[src/hdl/akwb_pkg.sv]
// Shared types and constants for the alpha-keyed window blit.
package akwb_pkg;

  // Blob parser state, one-hot.
  typedef enum logic [3:0] {
    PH_WIDTH  = 4'b0001,
    PH_HEIGHT = 4'b0010,
    PH_PIXELS = 4'b0100,
    PH_DONE   = 4'b1000
  } phase_t;

  // Configuration register indexes.
  localparam logic [2:0] REG_WINDOW_X      = 3'd0;
  localparam logic [2:0] REG_WINDOW_Y      = 3'd1;
  localparam logic [2:0] REG_PLACE_X       = 3'd2;
  localparam logic [2:0] REG_PLACE_Y       = 3'd3;
  localparam logic [2:0] REG_WINDOW_WIDTH  = 3'd4;
  localparam logic [2:0] REG_WINDOW_HEIGHT = 3'd5;
  localparam logic [2:0] REG_FRAME_BASE    = 3'd6;

  // Alpha value that keys a pixel as opaque.
  localparam logic [7:0] ALPHA_OPAQUE = 8'hff;

  // A keyed pixel waiting for its address to be formed.
  typedef struct packed {
    logic [31:0] dy;
    logic [31:0] dx;
    logic [31:0] color;
  } hit_t;

endpackage

[src/hdl/alpha_keyed_window_blit_top.sv]
// Top level of the alpha-keyed window blit: blob parser, window clip and address pipeline.
//
//   Channel  Dir  Width  Contents
//   s_*      in   32+1   blob word (header or ARGB pixel), start-of-image flag in tuser
//   m_*      out  64     framebuffer write: byte address, then color
//   cfg_*    in   3+32   register index and write data, taken when cfg_write is high
//
// The block takes one word per cycle while the hit register is empty or the output register
// is free. A word is parsed in the cycle it is offered, where the column and row counters
// advance and the window test is made; a keyed pixel is then held in the hit register, goes
// through the address stage (one multiply by the row stride and two adds) and lands in the
// output register. Reset (rst, synchronous) empties both stages and returns the parser to
// wait for a width word. A stall on m_tready holds the output register; input is still taken
// while the address stage is empty.
module alpha_keyed_window_blit_top #(
  parameter int ROW_PIXELS = 2048
) (
  input  logic        clk,
  input  logic        rst,
  // Input word stream.
  input  logic        s_tvalid,
  output logic        s_tready,
  input  logic [31:0] s_tdata,   // [31:0] blob_word
  input  logic        s_tuser,   // [0] blob_start
  // Framebuffer write stream.
  output logic        m_tvalid,
  input  logic        m_tready,
  output logic [63:0] m_tdata,   // [31:0] write_address, [63:32] write_color
  // Configuration writes.
  input  logic        cfg_write,
  input  logic [2:0]  cfg_index,
  input  logic [31:0] cfg_data
);

  localparam logic [31:0] RowStride = 32'(ROW_PIXELS);

  // Configuration registers.
  logic [15:0] window_x, window_y, place_x, place_y, window_width, window_height;
  logic [31:0] frame_base;

  always_ff @(posedge clk) begin
    if (rst) begin
      window_x      <= '0;
      window_y      <= '0;
      place_x       <= '0;
      place_y       <= '0;
      window_width  <= '0;
      window_height <= '0;
      frame_base    <= '0;
    end else if (cfg_write) begin
      case (cfg_index)
        akwb_pkg::REG_WINDOW_X:      window_x      <= cfg_data[15:0];
        akwb_pkg::REG_WINDOW_Y:      window_y      <= cfg_data[15:0];
        akwb_pkg::REG_PLACE_X:       place_x       <= cfg_data[15:0];
        akwb_pkg::REG_PLACE_Y:       place_y       <= cfg_data[15:0];
        akwb_pkg::REG_WINDOW_WIDTH:  window_width  <= cfg_data[15:0];
        akwb_pkg::REG_WINDOW_HEIGHT: window_height <= cfg_data[15:0];
        akwb_pkg::REG_FRAME_BASE:    frame_base    <= cfg_data;
        default: ;
      endcase
    end
  end

  // Pipeline handshake. The address stage moves whenever the output register is free or
  // being emptied, and the parser takes a word whenever the address stage can take a hit.
  logic hit_valid;
  logic out_free;
  logic accept;

  assign out_free = !m_tvalid || m_tready;
  assign s_tready = !hit_valid || out_free;
  assign accept   = s_tvalid && s_tready;

  // Parser state.
  akwb_pkg::phase_t phase, phase_next;
  logic [15:0] image_width, image_width_next;
  logic [15:0] image_height, image_height_next;
  logic [15:0] column_count, column_count_next;
  logic [15:0] row_count, row_count_next;

  logic [15:0] eff_width, eff_height;
  logic [16:0] x_end, y_end;
  logic [16:0] col_inc, row_inc;
  logic        in_window, keyed, hit;
  akwb_pkg::hit_t hit_data;

  always_comb begin
    eff_width  = (window_width  == '0) ? image_width  : window_width;
    eff_height = (window_height == '0) ? image_height : window_height;
    // Window ends are formed one bit wider so they never wrap.
    x_end     = {1'b0, window_x} + {1'b0, eff_width};
    y_end     = {1'b0, window_y} + {1'b0, eff_height};
    in_window = (column_count >= window_x) && ({1'b0, column_count} < x_end) &&
                (row_count >= window_y) && ({1'b0, row_count} < y_end);
    keyed     = (s_tdata[31:24] == akwb_pkg::ALPHA_OPAQUE);
    col_inc   = {1'b0, column_count} + 17'd1;
    row_inc   = {1'b0, row_count} + 17'd1;

    hit_data.dy    = 32'(place_y) - 32'(window_y) + 32'(row_count);
    hit_data.dx    = 32'(place_x) - 32'(window_x) + 32'(column_count);
    hit_data.color = s_tdata;

    phase_next        = phase;
    image_width_next  = image_width;
    image_height_next = image_height;
    column_count_next = column_count;
    row_count_next    = row_count;
    hit               = 1'b0;

    if (s_tuser || phase == akwb_pkg::PH_WIDTH) begin
      // A start flag always opens a new image, abandoning any image in progress.
      image_width_next  = s_tdata[15:0];
      column_count_next = '0;
      row_count_next    = '0;
      phase_next        = akwb_pkg::PH_HEIGHT;
    end else begin
      case (phase)
        akwb_pkg::PH_HEIGHT: begin
          image_height_next = s_tdata[15:0];
          column_count_next = '0;
          row_count_next    = '0;
          // An empty image has no pixels to count.
          phase_next = (image_width == '0 || s_tdata[15:0] == '0) ?
                       akwb_pkg::PH_DONE : akwb_pkg::PH_PIXELS;
        end
        akwb_pkg::PH_PIXELS: begin
          hit = in_window && keyed;
          if (col_inc >= {1'b0, image_width}) begin
            column_count_next = '0;
            if (row_inc >= {1'b0, image_height}) begin
              row_count_next = '0;
              phase_next     = akwb_pkg::PH_DONE;
            end else begin
              row_count_next = row_inc[15:0];
            end
          end else begin
            column_count_next = col_inc[15:0];
          end
        end
        default: ;  // Words after the image end are dropped.
      endcase
    end
  end

  always_ff @(posedge clk) begin
    if (rst) begin
      phase        <= akwb_pkg::PH_WIDTH;
      image_width  <= '0;
      image_height <= '0;
      column_count <= '0;
      row_count    <= '0;
    end else if (accept) begin
      phase        <= phase_next;
      image_width  <= image_width_next;
      image_height <= image_height_next;
      column_count <= column_count_next;
      row_count    <= row_count_next;
    end
  end

  // Hit register between the parser and the address stage.
  akwb_pkg::hit_t hit_reg;

  always_ff @(posedge clk) begin
    if (rst) begin
      hit_valid <= 1'b0;
    end else if (s_tready) begin
      hit_valid <= accept && hit;
    end
  end

  always_ff @(posedge clk) begin
    if (accept && hit) begin
      hit_reg <= hit_data;
    end
  end

  // Address stage: pixel index times four plus the base, all modulo 2^32.
  logic [31:0] pixel_index;
  logic [31:0] address;

  always_comb begin
    pixel_index = hit_reg.dy * RowStride + hit_reg.dx;
    address     = frame_base + {pixel_index[29:0], 2'b00};
  end

  always_ff @(posedge clk) begin
    if (rst) begin
      m_tvalid <= 1'b0;
    end else if (out_free) begin
      m_tvalid <= hit_valid;
    end
  end

  always_ff @(posedge clk) begin
    if (out_free && hit_valid) begin
      m_tdata <= {hit_reg.color, address};
    end
  end

endmodule
[config.mk]
export PLATFORM = sky130hd
export DESIGN_NAME = alpha_keyed_window_blit_top
export DESIGN_NICKNAME = d
export VERILOG_FILES = /design/src/hdl/akwb_pkg.sv /design/src/hdl/alpha_keyed_window_blit_top.sv
export SDC_FILE = /design/constraint.sdc
export NUM_CORES = 1
export LEC_CHECK = 0
export BUFFER_PORTS_ARGS = -buffer_cell sky130_fd_sc_hd__buf_4
export CAP_MARGIN = 20
export CELL_PAD_IN_SITES_DETAIL_PLACEMENT = 0
export CELL_PAD_IN_SITES_GLOBAL_PLACEMENT = 1
export CORE_MARGIN = 10
export CORE_UTILIZATION = 40
export CTS_CLUSTER_SIZE = 16
export DETAILED_ROUTE_END_ITERATION = 8
export PLACE_DENSITY = 0.8
export SYNTH_ARGS = -nofsm -noshare
export SYNTH_HDL_FRONTEND = slang
export SYNTH_SLANG_ARGS = --single-unit
[constraint.sdc]
create_clock -name clk -period 19.95 [get_ports clk]
set_clock_uncertainty 0.2 [all_clocks]
set_input_delay 1.995 -clock clk [delete_from_list [all_inputs] [get_ports clk]]
set_output_delay 1.995 -clock clk [all_outputs]
set_load 0.005 [all_outputs]
## Yosys cells after proc, flatten, opt, wreduce, memory -nomap -nowiden

Index checks and enable logic that the tools add are counted.

| word-level totals | value |
|---|---|
| latch bits | 0 |
| RAM bits | 0 |
| register bits | 330 |
| bits of input ports | 73 |
| word-level logic and storage cells | 94 |
| memories kept | 0 |
| bits in read-only memories | 0 |
| output and inout port bits | 66 |

| cells by class | value |
|---|---|
| bitwise logic cells | 1 |
| $lt $le $gt $ge | 6 |
| div/mod/pow operators | 0 |
| mux-type cells | 16 |
| reductions and logical operators | 31 |
| multipliers | 0 |
| add/subtract/negate cells | 10 |
| equality and inequality tests | 12 |
| shifts and indexed selects | 0 |

Operators with widths:

| cell | number |
|---|---|
| 16-bit two-way mux | 7 |
| 16-bit zero test | 4 |
| 16-bit one-hot mux with 2 select lines | 2 |
| 17-bit by 17-bit adder with 18-bit output | 2 |
| 16-bit by 1-bit adder with 17-bit output, second input constant | 2 |
| 16-bit by 16-bit adder with 17-bit output | 2 |
| 17-bit by 16-bit >= comparator with 1-bit output | 2 |
| 16-bit by 17-bit less-than comparator with 1-bit output | 2 |
| 16-bit by 16-bit subtractor with 17-bit output | 2 |
| 32-bit adder | 1 |
| 16-bit >= comparator | 2 |
| 29-bit by 18-bit adder with 30-bit output | 1 |
| 2-bit AND reduction | 9 |
| 4-bit two-way mux | 4 |
| 3-bit == test, second input constant | 3 |
| 8-bit == test, second input constant | 1 |
| 4-bit one-hot mux with 2 select lines | 1 |
| 1-bit logical AND | 7 |
| 3-bit by 2-bit == test with 1-bit output, second input constant | 2 |
| 3-bit != test, second input constant | 2 |
| 3-bit AND reduction | 2 |
| 4-bit by 1-bit == test with 1-bit output, second input constant | 1 |
| 4-bit by 2-bit == test with 1-bit output, second input constant | 1 |
| 4-bit by 3-bit == test with 1-bit output, second input constant | 1 |
| 8 further kinds | 13 |

## Logic depth before layout (Yosys ltp)

| depth | value |
|---|---|
| depth in word-level cells | 11 |
| mapped depth | 23 |
| gate-level depth less buffers | 22 |

## Least setup slack after synthesis

OpenSTA, ideal clock, no wires.

| path | value |
|---|---|
| kind | register to register |
| start | register window_height[2] |
| end | register hit_reg[0] in the netlist's numbering, enable pin |
| stages on the path, launching flop included | 22 |
| period minus slack after synthesis | 7.573 ns |
| data required time | 19.255 ns |
| slack | 12.377 ns |
| data arrival time | 6.879 ns |
| setup time | 0.495 ns |
| cell sequence | dfxtp_1 > nor4_1 > and4_1 > clkbuf_1 > clkbuf_1 > a21o_1 > ha_1 > a21o_1 > a21oi_1 > o21ai_0 > a31o_2 > a41oi_1 > a31oi_1 > o211a_1 > ha_1 > nor4_1 > nand2_1 > a211oi_1 > o21ai_0 > o211ai_1 > nand4b_1 > nor2_1 |

| between the ends | value |
|---|---|
| word-level cells in the longest chain between the ends | 9 |

RTL lines:

| what | RTL line | text |
|---|---|---|
| from (decl) | alpha_keyed_window_blit_top.sv:38 | `logic [15:0] window_x, window_y, place_x, place_y, window_width, window_height;` |
| from (signal assigned) | alpha_keyed_window_blit_top.sv:57 | `akwb_pkg::REG_WINDOW_HEIGHT: window_height <= cfg_data[15:0];` |
| 16-bit zero test | alpha_keyed_window_blit_top.sv:89 | `eff_height = (window_height == '0) ? image_height : window_height;` |
| 16-bit two-way mux (*) | alpha_keyed_window_blit_top.sv:89 |  |
| 16-bit by 16-bit adder with 17-bit output (*) | alpha_keyed_window_blit_top.sv:92 | `y_end = {1'b0, window_y} + {1'b0, eff_height};` |
| 16-bit by 17-bit less-than comparator with 1-bit output (*) | alpha_keyed_window_blit_top.sv:94 | `(row_count >= window_y) && ({1'b0, row_count} < y_end);` |
| 1-bit logical AND (*) | alpha_keyed_window_blit_top.sv:94 |  |
| 1-bit logical AND (*) | alpha_keyed_window_blit_top.sv:127 | `hit = in_window && keyed;` |
| 1-bit two-way mux (*) | alpha_keyed_window_blit_top.sv:117 | `case (phase)` |
| 1-bit two-way mux (*) | alpha_keyed_window_blit_top.sv:110 | `if (s_tuser \|\| phase == akwb_pkg::PH_WIDTH) begin` |
| 1-bit logical AND (*) | alpha_keyed_window_blit_top.sv:173 | `if (accept && hit) begin` |
| to (signal assigned) | alpha_keyed_window_blit_top.sv:174 | `hit_reg <= hit_data;` |
| to (decl) | alpha_keyed_window_blit_top.sv:162 | `akwb_pkg::hit_t hit_reg;` |

Mark *: on every way between the ends. The rest lies on a longest branch, timed or not.
A chain may end at the register's enable or synchronous reset.

## Worst setup path in the final report

| path | value |
|---|---|
| start | register window_height[10] |
| end | register hit_reg[22] in the netlist's numbering, enable pin |

Same word-level chain as after synthesis.

==> results.yml <==
sta:
  slew_headroom: 0.268
  tightest_slew_ps: 1100
  rsz0062_at_grt: "no"
  finalCritPeriodShare: 0.326
  hold_viol: 0
  tns_ps: 0
  drv_slew: 0
  min_period_ps: 6510
  finalSetupViolations: 0
  whs_ps: 217
  fmax_ghz: 0.154
clocking:
  cts_tree: "built"
  cts_setup_buffers: 0
  cts_resized: 0
  worstSkewPairLatency_ps: 570
  htree_levels: 2
  clockRootBuffer: "clkbuf_16"
  cts_sinks: 330
  clk_path_buf_depth: 3
  clkTransAtPathRegs_ps: 60
  cts_hold_buf: 0
  cts_buffers: 38
worst_setup_path:
  required_ps: 19930
  setup.worst_path.end_class: "flip-flop"
  crit_chain: "nor4_1, and4_1, a21o_1, ha_1, a21o_1, a21oi_1, o21ai_0, a31o_2, a41oi_1, a31oi_1, o211a_1, ha_1, nor4_1, nand2_1, a211oi_1, o21ai_0, o211ai_1, nand4b_1, nor2_4, buf_4"
  arrival_ps: 6490
  cp-start-kind: "flip-flop"
  cp_slowest_cell: "buf_4"
  worstSetupPathType: "reg -> reg"
  crit_buf_inv: 1
  critPathMaxStageDelay_ps: 660
  cp_top_family: "compound AO/OA/AOI/OAI gates"
  path_max_fanout: 52
synthesis:
  async_flop_share: 0
  ys_seq_area_frac: 0.389
  synth.area.top_cells: "dfxtp_1 (19%), edfxtp_1 (19%), ha_1 (15%)"
  synth_top_flop_cell: "dfxtp_1"
  syn_nets: 2561
  synth_edf_count: 132
  yosysUniqueCellTypes: 73
  synthesis.area_sq_mm: 0.0204
  syn_avg_cell_area_sq_um: 9.10
  yosys_warnings: 0
  ys_seq_elements: 330
  syn_inst: 2241
  yosysTopAreaCellShare: 0.194
  yosysTopAreaCell: "dfxtp_1"
die:
  start_util: 0.406
  core_sq_mm: 0.0503
  io_pins: 139
  die_x_microns: 246
  dieArea_sq_mm: 0.0604
  die_h_microns: 246
  rows: 82
drt:
  first_pass_iters: 5
  wl_per_cell_microns: 18.8
  drc: 0
  first_iter_violations: 1224
  viasPerCell: 5.40
  vias: 16600
  wl_microns: 57800
  antenna_left: 0
grt:
  grt-ovfl-total: 0
  grt_usage: 0.189
  antenna_found_initial: 0
  grt_pass1_vias: 16500
  grt_max_degree: 95
  grt_first_pass_wirelength_microns: 90800
layout:
  drive_above_1_share: 0.0993
  largest_reg_flops: 68
  syn_to_final_growth_pct: 15.1
  antenna_cells: 0
  nets: 2696
outcome:
  status: "completed"
flow_run:
  drv_cap: 0
power_and_ir_drop:
  leakagePower_uw: 0.0100
  cellPowerDensity_mw_per_mm2: 70.8
  peakVddDrop_uv: 70.3
placed_design:
  portBuffers: 138
  place_hpwl_microns: 44300
  routabilityCongestion: 0.915
hold_path:
  hold_class: "reg -> reg"
[metal layers]
metal / routed length [microns] / vias up / part of all wire / global-route usage
li1: - / 8343 / - / -
met1: 27300 / 7762 / 0.47 / 0.258
met2: 24700 / 436 / 0.43 / 0.292
met3: 3820 / 93 / 0.066 / 0.0343
met4: 1950 / 0 / 0.034 / 0.0710
met5: 0 / - / 0 / 0
[worst register-to-register path, cell delays in order (launching register included)]
cell and delay [ps]:
dfxtp_1 320, nor4_1 370, and4_1 590, a21o_1 240, ha_1 240, a21o_1 160, a21oi_1 240, o21ai_0 170
a31o_2 300, a41oi_1 320, a31oi_1 230, o211a_1 270, ha_1 190, nor4_1 260, nand2_1 120, a211oi_1 200
o21ai_0 120, o211ai_1 180, nand4b_1 210, nor2_4 520, buf_4 660
[cells in the mapped netlist (all sizes together) (5+ instances only)]
library cell  instances
a211oi               24
o211ai               10
nor2b                26
xor2                 64
a31o                  6
and2                  5
xnor2                87
a31oi                14
nor3                 30
inv                 107
a2111oi               7
a22o                  6
nor4                 27
nand2b               26
o21ai                77
clkbuf               51
a22oi                 7
o21a                 20
edfxtp              132
or2                   6
o31ai                 8
or3                   8
fa                    8
o21bai               11
and3                 25
nand4                25
nor2                144
nand3                55
a21oi               249
mux2i                39
a21o                 90
dfxtp               198
ha                  239
a311oi                5
nand2               346
[area by class of cell]
class / count / area, sq um
Fill cell: 4855 / 26800
Multi-Input combinational cell: 1749 / 11900
Sequential cell: 330 / 7930
Timing Repair Buffer: 149 / 1130
Clock buffer: 48 / 1080
Tap cell: 672 / 841
Inverter: 108 / 405
Clock inverter: 22 / 225
[kinds of logic (layout without fill, tap and decap cells)]
kind of cell | count (synthesis) | in the layout | share of synthesized area
buffers and inverters | 162 | 327 | 0.0303
flip-flops | 330 | 330 | 0.389
multiplexers | 39 | 39 | 0.0191
AO/OA/AOI/OAI | 574 | 574 | 0.178
adder cells (fa/ha/maj) | 247 | 247 | 0.155
XOR/XNOR | 151 | 151 | 0.0649
AND/OR/NAND/NOR | 738 | 738 | 0.164
[cell usage in the layout, fill, tap and decap left out, types with 6 or more instances in the layout]
master | synthesis | final
a211oi_1 | 24 | 24
nand3_1 | 53 | 53
a31o_2 | 6 | 6
nand4_1 | 25 | 25
xnor2_1 | 87 | 87
nand2b_1 | 26 | 26
mux2i_1 | 39 | 39
dfxtp_1 | 198 | 198
or3_1 | 8 | 8
ha_1 | 239 | 239
and3_1 | 25 | 25
a21o_1 | 90 | 90
or2_2 | 6 | 6
a22o_1 | 6 | 6
o21bai_1 | 11 | 11
nor2_1 | 144 | 142
nand2_1 | 346 | 346
xor2_1 | 64 | 64
clkbuf_16 | 0 | 40
o211ai_1 | 10 | 10
a21oi_1 | 248 | 248
o21ai_0 | 75 | 75
edfxtp_1 | 132 | 132
a22oi_1 | 7 | 7
nor4_1 | 26 | 26
o31ai_1 | 8 | 8
nor2b_1 | 26 | 25
nor3_1 | 29 | 29
a31oi_1 | 14 | 14
inv_1 | 107 | 107
o21a_1 | 20 | 20
buf_4 | 0 | 148
fa_1 | 8 | 8
[through the flow]
stage	power, uW	instances	util	instance area (sq um)	setup slack [ps]
floorplan	887	2241	-	20400	12380
global placement	951	3007	0.440	22100	13620
detailed placement	954	3008	0.441	22200	13430
CTS	1680	3078	0.467	23500	13390
global route	1730	3078	0.467	23500	13000
finish	1660	3078	0.467	23500	13440
[worst paths after layout]
path | from | to | slack [ps] | depth (start not counted)
max | window_height[10]$_SDFFE_PP0P_ | hit_reg[22]$_DFFE_PP_ | 13440 | 20
min reg2reg | hit_reg[22]$_DFFE_PP_ | m_tdata[54]$_DFFE_PP_ | 220 | 0
max reg2reg | window_height[10]$_SDFFE_PP0P_ | hit_reg[22]$_DFFE_PP_ | 13440 | 20
min | hit_reg[22]$_DFFE_PP_ | m_tdata[54]$_DFFE_PP_ | 220 | 0
[where the power goes]
| part | switching, uW | internal [uW] | leakage, uW |
|---|---|---|---|
| Sequential | 11.7 | 713 | 0.00279 |
| Combinational | 128 | 89.5 | 0.00658 |
| Clock | 292 | 427 | 0.000640 |
(Power assumes the default switching activity.)
